## src/rtl/ptqm_pkg.sv

```systemverilog
package ptqm_pkg;

	localparam int CMD_W  = 3;
	localparam int QID_W  = 4;
	localparam int PID_W  = 5;
	localparam int STAT_W = 3;

	typedef enum logic [CMD_W-1:0] {
		CMD_ALLOC  = 3'd0,
		CMD_FREE   = 3'd1,
		CMD_INSERT = 3'd2,
		CMD_POP    = 3'd3,
		CMD_REMOVE = 3'd4,
		CMD_PEEK   = 3'd5
	} cmd_t;

	typedef enum logic [STAT_W-1:0] {
		STAT_OK      = 3'd0,
		STAT_NONE    = 3'd1,
		STAT_MAXQ    = 3'd2,
		STAT_NOSLOT  = 3'd3,
		STAT_CORRUPT = 3'd4
	} status_t;

	typedef enum logic [4:0] {
		S_INIT,
		S_IDLE,
		S_DISP,
		S_ALLOC_RD,
		S_ALLOC_WB,
		S_FREE_CLR,
		S_TAIL_RD,
		S_TAIL_CHK,
		S_INS_CNT,
		S_INS_CNTCHK,
		S_INS_SRD,
		S_INS_SCHK,
		S_INS_TRD,
		S_INS_TCHK,
		S_INS_TW,
		S_INS_FIN,
		S_WALK_RD,
		S_WALK_CHK,
		S_CUR_RD,
		S_CUR_CHK,
		S_REM_CLR,
		S_REM_CDEC
	} state_t;

endpackage

```

## src/rtl/ptqm_ram.sv

```systemverilog
module ptqm_ram #(
	parameter int W  = 8,
	parameter int D  = 32,
	parameter int AW = (D > 1) ? $clog2(D) : 1
) (
	input  logic          clk,
	input  logic          we,
	input  logic [AW-1:0] waddr,
	input  logic [W-1:0]  wdata,
	input  logic [AW-1:0] raddr,
	output logic [W-1:0]  rdata
);

	logic [W-1:0] mem [D];

	always_ff @(posedge clk) begin
		if (we) begin
			mem[waddr] <= wdata;
		end
		rdata <= mem[raddr];
	end

endmodule

```

## src/rtl/process_table_queue_manager.sv

```systemverilog
// Process table queue manager: a free list and circular FIFO queues of process
// entries, kept as linked lists in a link memory of NUM_PROCS*LINKS_PER_PROC slots.
// Input channel s_*: one command per transfer (allocate, free, insert, pop head,
// remove given, peek head). Output channel m_*: exactly one result per command,
// the entry concerned and a status code.
// A command is taken only while the block is idle and the result register is
// empty; the block then works alone on it.
// Free clears every slot of the entry, insert searches its slots for a free one,
// and pop and remove walk the queue, at most NUM_PROCS*LINKS_PER_PROC links.
// After reset a clearing pass over max(NUM_PROCS*LINKS_PER_PROC, NUM_QUEUES)
// addresses (256 at the defaults) writes the free chain, zero counts and empty
// queues; s_tready stays low meanwhile.
// A stalled receiver holds the result in the output register; the next command
// is taken once that result has been transferred.
module process_table_queue_manager #(
	parameter int NUM_PROCS      = 32,
	parameter int LINKS_PER_PROC = 8,
	parameter int NUM_QUEUES     = 16
) (
	input  logic        clk,
	input  logic        arst_n,
	input  logic        s_tvalid,
	output logic        s_tready,
	input  logic [15:0] s_tdata,  // command[2:0], queue_id[6:3], proc_id[11:7], zero
	output logic        m_tvalid,
	input  logic        m_tready,
	output logic [7:0]  m_tdata   // result_proc[4:0], status[7:5]
);

	localparam int PW    = $clog2(NUM_PROCS);
	localparam int SW    = (LINKS_PER_PROC > 1) ? $clog2(LINKS_PER_PROC) : 1;
	localparam int QW    = (NUM_QUEUES > 1) ? $clog2(NUM_QUEUES) : 1;
	localparam int LD    = NUM_PROCS * LINKS_PER_PROC;
	localparam int AW    = $clog2(LD);
	localparam int CW    = $clog2(LINKS_PER_PROC + 1);
	localparam int SWEEP = (LD > NUM_QUEUES) ? LD : NUM_QUEUES;
	localparam int IW    = $clog2(SWEEP);
	localparam int RW    = 1 + SW + PW;

	ptqm_pkg::state_t  state_q, state_d;
	ptqm_pkg::cmd_t    cmd_q;
	logic [ptqm_pkg::QID_W-1:0] q_q;
	logic [ptqm_pkg::PID_W-1:0] p_q;
	logic [PW-1:0] free_head_q;
	logic          free_valid_q;
	logic [PW-1:0] t_q, pe_q, ce_q;
	logic [SW-1:0] ts_q, ps_q, cs_q, s_q;
	logic          busy_q;
	logic [AW-1:0] n_q;
	logic [CW-1:0] cnt_q;
	logic [IW-1:0] i_q;
	logic [PW-1:0] ie_q;
	logic [SW-1:0] is_q;
	logic          ov_q;
	logic [PW-1:0] ores_q;
	ptqm_pkg::status_t ost_q;

	logic          lwe, cwe, twe;
	logic [AW-1:0] lwa, lra;
	logic [RW-1:0] lwd, lrd, twd, trd;
	logic [PW-1:0] cwa, cra;
	logic [CW-1:0] cwd, crd;
	logic [QW-1:0] twa, tra;

	logic              fin_v;
	ptqm_pkg::status_t fin_st;
	logic [PW-1:0]     fin_res;

	function automatic logic [AW-1:0] la(input logic [PW-1:0] e, input logic [SW-1:0] s);
		return AW'(AW'(e) * AW'(LINKS_PER_PROC) + AW'(s));
	endfunction

	ptqm_ram #(.W(RW), .D(LD), .AW(AW)) u_link (
		.clk(clk), .we(lwe), .waddr(lwa), .wdata(lwd), .raddr(lra), .rdata(lrd)
	);
	ptqm_ram #(.W(CW), .D(NUM_PROCS), .AW(PW)) u_count (
		.clk(clk), .we(cwe), .waddr(cwa), .wdata(cwd), .raddr(cra), .rdata(crd)
	);
	ptqm_ram #(.W(RW), .D(NUM_QUEUES), .AW(QW)) u_tail (
		.clk(clk), .we(twe), .waddr(twa), .wdata(twd), .raddr(tra), .rdata(trd)
	);

	logic          l_used, t_busy;
	logic [SW-1:0] l_slot, s_last;
	logic [PW-1:0] l_next, p_ent;
	logic          p_ok, q_ok, q_cmd_ok, match, at_tail, cur_tail, prev_tail;
	logic          n_last, s_at_last, init_last;

	assign l_used    = lrd[RW-1];
	assign l_slot    = lrd[PW +: SW];
	assign l_next    = lrd[PW-1:0];
	assign t_busy    = trd[RW-1];
	assign p_ent     = PW'(p_q);
	assign s_last    = SW'(LINKS_PER_PROC - 1);
	assign s_at_last = (s_q == s_last);
	assign p_ok      = (int'(p_q) < NUM_PROCS);
	assign q_ok      = (int'(q_q) < NUM_QUEUES);
	assign q_cmd_ok  = q_ok && (p_ok || cmd_q == ptqm_pkg::CMD_POP
		|| cmd_q == ptqm_pkg::CMD_PEEK);
	assign match     = (cmd_q == ptqm_pkg::CMD_POP) || (int'(l_next) == int'(p_q));
	assign at_tail   = (l_next == t_q) && (l_slot == ts_q);
	assign cur_tail  = (ce_q == t_q) && (cs_q == ts_q);
	assign prev_tail = (pe_q == t_q) && (ps_q == ts_q);
	assign n_last    = (n_q == AW'(LD - 1));
	assign init_last = (i_q == IW'(SWEEP - 1));

	always_comb begin
		state_d = state_q;
		unique case (state_q)
			ptqm_pkg::S_INIT:       if (init_last) state_d = ptqm_pkg::S_IDLE;
			ptqm_pkg::S_IDLE:       if (s_tvalid && s_tready) state_d = ptqm_pkg::S_DISP;
			ptqm_pkg::S_DISP: begin
				unique case (cmd_q)
					ptqm_pkg::CMD_ALLOC:
						state_d = free_valid_q ? ptqm_pkg::S_ALLOC_RD : ptqm_pkg::S_IDLE;
					ptqm_pkg::CMD_FREE:
						state_d = p_ok ? ptqm_pkg::S_FREE_CLR : ptqm_pkg::S_IDLE;
					ptqm_pkg::CMD_INSERT, ptqm_pkg::CMD_POP,
					ptqm_pkg::CMD_REMOVE, ptqm_pkg::CMD_PEEK:
						state_d = q_cmd_ok ? ptqm_pkg::S_TAIL_RD : ptqm_pkg::S_IDLE;
					default: state_d = ptqm_pkg::S_IDLE;
				endcase
			end
			ptqm_pkg::S_ALLOC_RD:   state_d = ptqm_pkg::S_ALLOC_WB;
			ptqm_pkg::S_ALLOC_WB:   state_d = ptqm_pkg::S_IDLE;
			ptqm_pkg::S_FREE_CLR:   if (s_at_last) state_d = ptqm_pkg::S_IDLE;
			ptqm_pkg::S_TAIL_RD:    state_d = ptqm_pkg::S_TAIL_CHK;
			ptqm_pkg::S_TAIL_CHK: begin
				priority if (cmd_q == ptqm_pkg::CMD_INSERT) state_d = ptqm_pkg::S_INS_CNT;
				else if (!t_busy) state_d = ptqm_pkg::S_IDLE;
				else state_d = ptqm_pkg::S_WALK_RD;
			end
			ptqm_pkg::S_INS_CNT:    state_d = ptqm_pkg::S_INS_CNTCHK;
			ptqm_pkg::S_INS_CNTCHK:
				state_d = (crd >= CW'(LINKS_PER_PROC)) ? ptqm_pkg::S_IDLE : ptqm_pkg::S_INS_SRD;
			ptqm_pkg::S_INS_SRD:    state_d = ptqm_pkg::S_INS_SCHK;
			ptqm_pkg::S_INS_SCHK: begin
				priority if (!l_used) state_d = busy_q ? ptqm_pkg::S_INS_TRD : ptqm_pkg::S_INS_FIN;
				else if (s_at_last) state_d = ptqm_pkg::S_IDLE;
				else state_d = ptqm_pkg::S_INS_SRD;
			end
			ptqm_pkg::S_INS_TRD:    state_d = ptqm_pkg::S_INS_TCHK;
			ptqm_pkg::S_INS_TCHK:   state_d = l_used ? ptqm_pkg::S_INS_TW : ptqm_pkg::S_IDLE;
			ptqm_pkg::S_INS_TW:     state_d = ptqm_pkg::S_INS_FIN;
			ptqm_pkg::S_INS_FIN:    state_d = ptqm_pkg::S_IDLE;
			ptqm_pkg::S_WALK_RD:    state_d = ptqm_pkg::S_WALK_CHK;
			ptqm_pkg::S_WALK_CHK: begin
				priority if (!l_used) state_d = ptqm_pkg::S_IDLE;
				else if (cmd_q == ptqm_pkg::CMD_PEEK) state_d = ptqm_pkg::S_IDLE;
				else if (match) state_d = ptqm_pkg::S_CUR_RD;
				else if (at_tail || n_last) state_d = ptqm_pkg::S_IDLE;
				else state_d = ptqm_pkg::S_WALK_RD;
			end
			ptqm_pkg::S_CUR_RD:     state_d = ptqm_pkg::S_CUR_CHK;
			ptqm_pkg::S_CUR_CHK:    state_d = l_used ? ptqm_pkg::S_REM_CLR : ptqm_pkg::S_IDLE;
			ptqm_pkg::S_REM_CLR:    state_d = ptqm_pkg::S_REM_CDEC;
			ptqm_pkg::S_REM_CDEC:   state_d = ptqm_pkg::S_IDLE;
			default:                state_d = ptqm_pkg::S_IDLE;
		endcase
	end

	always_comb begin
		lwe = 1'b0; lwa = '0; lwd = '0; lra = '0;
		cwe = 1'b0; cwa = '0; cwd = '0; cra = '0;
		twe = 1'b0; twa = '0; twd = '0; tra = '0;
		fin_v = 1'b0; fin_st = ptqm_pkg::STAT_NONE; fin_res = '0;
		unique case (state_q)
			ptqm_pkg::S_INIT: begin
				lwe = (int'(i_q) < LD);
				lwa = AW'(i_q);
				if (is_q == '0 && ie_q != PW'(NUM_PROCS - 1)) begin
					lwd = {1'b1, SW'(0), PW'(ie_q + 1'b1)};
				end
				cwe = (int'(i_q) < NUM_PROCS);
				cwa = PW'(i_q);
				twe = (int'(i_q) < NUM_QUEUES);
				twa = QW'(i_q);
			end
			ptqm_pkg::S_DISP: begin
				unique case (cmd_q)
					ptqm_pkg::CMD_ALLOC:  fin_v = !free_valid_q;
					ptqm_pkg::CMD_FREE:   fin_v = !p_ok;
					ptqm_pkg::CMD_INSERT, ptqm_pkg::CMD_POP,
					ptqm_pkg::CMD_REMOVE, ptqm_pkg::CMD_PEEK: fin_v = !q_cmd_ok;
					default:              fin_v = 1'b1;
				endcase
			end
			ptqm_pkg::S_ALLOC_RD: lra = la(free_head_q, '0);
			ptqm_pkg::S_ALLOC_WB: begin
				lwe = 1'b1;
				lwa = la(free_head_q, '0);
				fin_v = 1'b1; fin_st = ptqm_pkg::STAT_OK; fin_res = free_head_q;
			end
			ptqm_pkg::S_FREE_CLR: begin
				lwe = 1'b1;
				lwa = la(p_ent, s_q);
				if (s_q == '0 && free_valid_q) lwd = {1'b1, SW'(0), free_head_q};
				cwe = 1'b1;
				cwa = p_ent;
				if (s_at_last) begin
					fin_v = 1'b1; fin_st = ptqm_pkg::STAT_OK; fin_res = p_ent;
				end
			end
			ptqm_pkg::S_TAIL_RD: tra = QW'(q_q);
			ptqm_pkg::S_TAIL_CHK: fin_v = (cmd_q != ptqm_pkg::CMD_INSERT) && !t_busy;
			ptqm_pkg::S_INS_CNT: cra = p_ent;
			ptqm_pkg::S_INS_CNTCHK: begin
				fin_v = (crd >= CW'(LINKS_PER_PROC));
				fin_st = ptqm_pkg::STAT_MAXQ;
			end
			ptqm_pkg::S_INS_SRD: lra = la(p_ent, s_q);
			ptqm_pkg::S_INS_SCHK: begin
				if (!l_used && !busy_q) begin
					lwe = 1'b1;
					lwa = la(p_ent, s_q);
					lwd = {1'b1, s_q, p_ent};
				end
				fin_v = l_used && s_at_last;
				fin_st = ptqm_pkg::STAT_NOSLOT;
			end
			ptqm_pkg::S_INS_TRD: lra = la(t_q, ts_q);
			ptqm_pkg::S_INS_TCHK: begin
				lwe = l_used;
				lwa = la(p_ent, s_q);
				lwd = {1'b1, l_slot, l_next};
				fin_v = !l_used;
				fin_st = ptqm_pkg::STAT_CORRUPT;
			end
			ptqm_pkg::S_INS_TW: begin
				lwe = 1'b1;
				lwa = la(t_q, ts_q);
				lwd = {1'b1, s_q, p_ent};
			end
			ptqm_pkg::S_INS_FIN: begin
				cwe = 1'b1; cwa = p_ent; cwd = cnt_q + 1'b1;
				twe = 1'b1; twa = QW'(q_q); twd = {1'b1, s_q, p_ent};
				fin_v = 1'b1; fin_st = ptqm_pkg::STAT_OK; fin_res = p_ent;
			end
			ptqm_pkg::S_WALK_RD: lra = la(pe_q, ps_q);
			ptqm_pkg::S_WALK_CHK: begin
				priority if (!l_used) begin
					fin_v = 1'b1; fin_st = ptqm_pkg::STAT_CORRUPT;
				end else if (cmd_q == ptqm_pkg::CMD_PEEK) begin
					fin_v = 1'b1; fin_st = ptqm_pkg::STAT_OK; fin_res = l_next;
				end else if (match) begin
					fin_v = 1'b0;
				end else if (at_tail) begin
					fin_v = 1'b1; fin_st = ptqm_pkg::STAT_NONE;
				end else if (n_last) begin
					fin_v = 1'b1; fin_st = ptqm_pkg::STAT_CORRUPT;
				end else begin
					fin_v = 1'b0;
				end
			end
			ptqm_pkg::S_CUR_RD: lra = la(ce_q, cs_q);
			ptqm_pkg::S_CUR_CHK: begin
				if (l_used) begin
					if (cur_tail && prev_tail) begin
						twe = 1'b1; twa = QW'(q_q); twd = {1'b0, ts_q, t_q};
					end else begin
						lwe = 1'b1;
						lwa = la(pe_q, ps_q);
						lwd = {1'b1, l_slot, l_next};
						twe = cur_tail; twa = QW'(q_q); twd = {1'b1, ps_q, pe_q};
					end
				end
				fin_v = !l_used;
				fin_st = ptqm_pkg::STAT_CORRUPT;
			end
			ptqm_pkg::S_REM_CLR: begin
				lwe = 1'b1;
				lwa = la(ce_q, cs_q);
				cra = ce_q;
			end
			ptqm_pkg::S_REM_CDEC: begin
				cwe = 1'b1; cwa = ce_q;
				cwd = (crd != '0) ? crd - 1'b1 : '0;
				fin_v = 1'b1; fin_st = ptqm_pkg::STAT_OK; fin_res = ce_q;
			end
			default: fin_v = 1'b0;
		endcase
	end

	always_ff @(posedge clk or negedge arst_n) begin
		if (!arst_n) begin
			state_q      <= ptqm_pkg::S_INIT;
			free_head_q  <= '0;
			free_valid_q <= 1'b1;
			i_q          <= '0;
			ie_q         <= '0;
			is_q         <= '0;
			ov_q         <= 1'b0;
		end else begin
			state_q <= state_d;
			if (state_q == ptqm_pkg::S_INIT) begin
				i_q <= i_q + 1'b1;
				if (is_q == s_last) begin
					is_q <= '0;
					ie_q <= ie_q + 1'b1;
				end else begin
					is_q <= is_q + 1'b1;
				end
			end
			if (state_q == ptqm_pkg::S_ALLOC_WB) begin
				if (l_used) free_head_q <= l_next;
				else free_valid_q <= 1'b0;
			end
			if (state_q == ptqm_pkg::S_FREE_CLR && s_at_last) begin
				free_head_q  <= p_ent;
				free_valid_q <= 1'b1;
			end
			if (fin_v) ov_q <= 1'b1;
			else if (m_tready) ov_q <= 1'b0;
		end
	end

	always_ff @(posedge clk) begin
		if (s_tvalid && s_tready) begin
			cmd_q <= ptqm_pkg::cmd_t'(s_tdata[2:0]);
			q_q   <= s_tdata[6:3];
			p_q   <= s_tdata[11:7];
		end
		if (state_q == ptqm_pkg::S_DISP) s_q <= '0;
		if (state_q == ptqm_pkg::S_FREE_CLR) s_q <= s_q + 1'b1;
		if (state_q == ptqm_pkg::S_INS_SCHK && l_used) s_q <= s_q + 1'b1;
		if (state_q == ptqm_pkg::S_INS_CNTCHK) cnt_q <= crd;
		if (state_q == ptqm_pkg::S_TAIL_CHK) begin
			t_q    <= trd[PW-1:0];
			ts_q   <= trd[PW +: SW];
			busy_q <= t_busy;
			pe_q   <= trd[PW-1:0];
			ps_q   <= trd[PW +: SW];
			n_q    <= '0;
		end
		if (state_q == ptqm_pkg::S_WALK_CHK) begin
			ce_q <= l_next;
			cs_q <= l_slot;
			if (state_d == ptqm_pkg::S_WALK_RD) begin
				pe_q <= l_next;
				ps_q <= l_slot;
				n_q  <= n_q + 1'b1;
			end
		end
		if (fin_v) begin
			ores_q <= fin_res;
			ost_q  <= fin_st;
		end
	end

	assign s_tready = (state_q == ptqm_pkg::S_IDLE) && !ov_q;
	assign m_tvalid = ov_q;
	assign m_tdata  = {ost_q, ptqm_pkg::PID_W'(ores_q)};

	a_busy_after_accept: assert property (@(posedge clk) disable iff (!arst_n)
		(s_tvalid && s_tready) |=> !s_tready)
		else $error("input taken while a command was in work");

	a_zero_on_error: assert property (@(posedge clk) disable iff (!arst_n)
		(m_tvalid && ost_q != ptqm_pkg::STAT_OK) |-> (ores_q == '0))
		else $error("nonzero entry with error status");

	a_free_drop: assert property (@(posedge clk) disable iff (!arst_n)
		$fell(free_valid_q) |-> ($past(state_q) == ptqm_pkg::S_ALLOC_WB))
		else $error("free list emptied outside allocate");

	a_result_src: assert property (@(posedge clk) disable iff (!arst_n)
		$rose(m_tvalid) |-> ($past(state_q) != ptqm_pkg::S_IDLE
			&& $past(state_q) != ptqm_pkg::S_INIT))
		else $error("result without a command");

endmodule

```

## config.mk

```make
export PLATFORM = sky130hd
export DESIGN_NAME = process_table_queue_manager
export DESIGN_NICKNAME = d
export VERILOG_FILES = /design/src/rtl/ptqm_pkg.sv /design/src/rtl/ptqm_ram.sv /design/src/rtl/process_table_queue_manager.sv
export SDC_FILE = /design/constraint.sdc
export NUM_CORES = 2
export LEC_CHECK = 0
export ABC_CLOCK_PERIOD_IN_PS = 5620
export BUFFER_PORTS_ARGS = -buffer_cell sky130_fd_sc_hd__buf_2
export CORE_MARGIN = 1.5
export CORE_UTILIZATION = 30
export DETAILED_ROUTE_END_ITERATION = 10
export RECOVER_POWER = 50
export SYNTH_ARGS = -nofsm -noshare
export SYNTH_HDL_FRONTEND = slang
export SYNTH_SLANG_ARGS = --single-unit
```

## constraint.sdc

```tcl
create_clock -name clk -period 5.62 [get_ports clk]
set_input_delay 0.281 -clock clk [delete_from_list [all_inputs] [get_ports clk]]
set_output_delay 0.281 -clock clk [all_outputs]
set_load 0.02 [all_outputs]
```

==> out/results.tsv <==
metric	value	unit
die_w	606	µm
rows	221	
synthArstFlopShare	1.04	%
viasPerCell	5.52	
stdcell_count	13242	
first_global_vias	68902	
grt_use_met3	4.37	%
syn_to_final_growth	17.0	%
cts_tree	done	
start_util	30.1	%
wire_per_inst	27.6	µm
clk_latency	910	ps
critPathArrivalTime	5940	ps
nets	8252	
use_met2	30.0	%
slew_headroom	-35.6	%
cts_root_buf	clkbuf_16	
seq_area_frac_synth	73.4	%
grt_overflow_total	0	
synth_ff_type	edfxtp_1	
hold_path_class	in -> reg	
antenna_found_initial	21	
fin_crit	5440	ps
crit_type	reg -> reg	
synth_area	109000	µm²
synth_cell_type_count	90	
die_h	606	µm
port_buffers	25	
die_area	368000	µm²
synthTopCellsByArea	edfxtp_1 72%, nand2_1 5.0%, mux2i_1 3.0%	
numCtsBuffers	281	
cts_resized	0	
grt_max_degree	161	
cp-end-kind	register	
postRouteWirelength	366	mm
grt_pass1_wl	515	mm
layout_commonest_cell	edfxtp_1	
layout_common_cells	2620 x edfxtp_1, 1449 x nand2_1, 526 x buf_4	
dp_hpwl	229	mm
ios	30	
drc	0	
fillCellCount	34398	
drt_iter0_markers	10793	
drive_gt1_share	13.5	%
clock_skew	98.4	ps
via_count	73153	
critPathLaunchType	register	
synth_fp_nets	7794	
grt_use_total	19.3	%
max_freq	0.184	GHz
synth_top_cell_by_area	edfxtp_1	
report.final.setup_viol	0	
ys_ff_latch	2686	
worstPathMaxFanout	18	
drv_slew	377	
place_area	119000	µm²
yosysWarnings	0	
clk_pin_slew	60	ps
violations	max-capacitance violations, max-slew violations	
synth_top_area_share	72.1	%
cts.sinks	2686	
ir_worst_vdd	0.000366	V
clockBufferDepth	4	
gr-usage-met1	25.4	%
final_cell_area	128000	µm²
status	finished, violations left	
gp_congestion	0.974	
hold_viol	0	
finalCritPeriodShare	96.7	%
drt-pass1-iter-count	9	
core	362000	µm²
htreeDepth	5	
synthCells	7761	
grt.busiest_layer	met2	
synth-edff-count	2620	
p_per_area	396	nW/µm²
worst_pin_slew	2030	ps
dp_cells	12711	
route.antenna.remaining_nets	0	
rsz0062_at_grt	false	
cts_setup_buffers	0	
cap_violations	8	
postSynthAreaPerCell	14.1	µm²
cp.required	6120	ps
p_leak	44.2	nW
[cell type report]
class,instances,area (µm²),share of cell area (%)
antenna,14,35.0,0.0274
clock inverter,146,1470,1.15
tap,4794,6000,4.70
multi-input combinational,4507,26600,20.9
timing repair buffer,720,5880,4.60
clock buffer,352,7490,5.86
sequential,2686,80100,62.7
inverter,23,86.3,0.0676
[final timing paths]
kind / depth (start not counted) / to / startpoint / slack (ps)
min in group asynchronous: 3 / state_q[2] / arst_n / 880
max reg2reg: 11 / u_link.mem[246][3] / state_q[1] / 180
min: 2 / p_ent[4] / s_tdata[11] / 140
max: 11 / u_link.mem[246][3] / state_q[1] / 180
min reg2reg: 0 / t_q[4] / u_tail.rdata[4] / 430
max in group asynchronous: 4 / m_tvalid / arst_n / 3300
[Yosys cell counts, drive strengths merged (17+ instances only)]
cell type and instances:
edfxtp 2620, nand2 1459, nand3 465, nor2 428, a211oi 342, buf 327, mux2i 323, and3 222
clkbuf 218, a31oi 209, a21oi 128, a32oi 95, nand4 95, o21ai 86, a22oi 45, xnor2 40
a221oi 38, dfxtp 38, o22ai 38, a2111oi 36, mux4 36, o211ai 35, and2 34, nor3 33
mux2 32, nor4 30, dfrtp 27, inv 23, a311oi 21, o31ai 18, a222oi 17
[cells by family (layout without fill, tap and decap cells)]
family	after synthesis	after routing	synth area share (%)
fa+ha+maj	13	13	0.149
xor+xnor	48	48	0.385
other cells	0	14	0
flops	2686	2686	73.4
mux	391	391	4.03
simple gates	2827	2827	11.4
compound gates	1228	1228	8.15
buf+inv	568	1241	2.45
[registers in the layout, summed over array words and instances, names as in the netlist, 4 cells and up]
signal,cells
state_q,5
cnt_q,4
t_q,5
ce_q,5
u_count.rdata,4
ores_q,5
u_tail.mem,144
pe_q,5
q_q,4
u_tail.rdata,9
ie_q,5
free_head_q,5
n_q,8
p_ent,5
u_count.mem,128
i_q,8
u_link.mem,2304
u_link.rdata,9
[metrics by stage]
| stage | hold slack (ps) | total power [mW] | utilization [%] | worst slack (ps) | setup TNS (ps) |
|---|---|---|---|---|---|
| 5_1_grt | 122 | 51.8 | 35.3 | 158 | 0 |
| 2_1_floorplan | -14.6 | 28.1 | - | -313 | -240080 |
| 6_report | 137 | 50.6 | 35.3 | 184 | 0 |
| 3_5_place_dp | 375 | 32.4 | 32.9 | 497 | 0 |
| 4_1_cts | 78.9 | 50.6 | 35.4 | 476 | 0 |
| 3_3_place_gp | 373 | 32.3 | 32.9 | 503 | 0 |
[where the power goes]
group	switching (mW)	total, mW	internal [mW]	leakage [nW]
Clock	7.82	18.3	10.5	4.35
Combinational	6.36	8.40	2.04	13.4
Sequential	0.533	23.9	23.4	26.5
[per-layer routing]
layer | vias to the layer above | part of all wire [%]
li1 | 30710 | -
met1 | 36824 | 38
met2 | 4694 | 45
met3 | 909 | 11
met4 | 16 | 5.5
met5 | - | 0.030
[worst max-delay path, cell delays in order (launching register included)]
cell      delay, ps
dfrtp_1         520
clkbuf_1        240
or3_1           450
nor3_1          270
clkbuf_1        820
a222oi_1        280
and3_1          360
nor2_1          290
nand2_1         100
clkbuf_2        750
nor2_1          410
clkbuf_1        570
[timing repair]
item                       in CTS  in global routing
hold buffers                   17                  0
hold endpoints to repair       42                  0
setup endpoints to repair       0                  0
No activity file was read; power rests on OpenSTA's default activity.
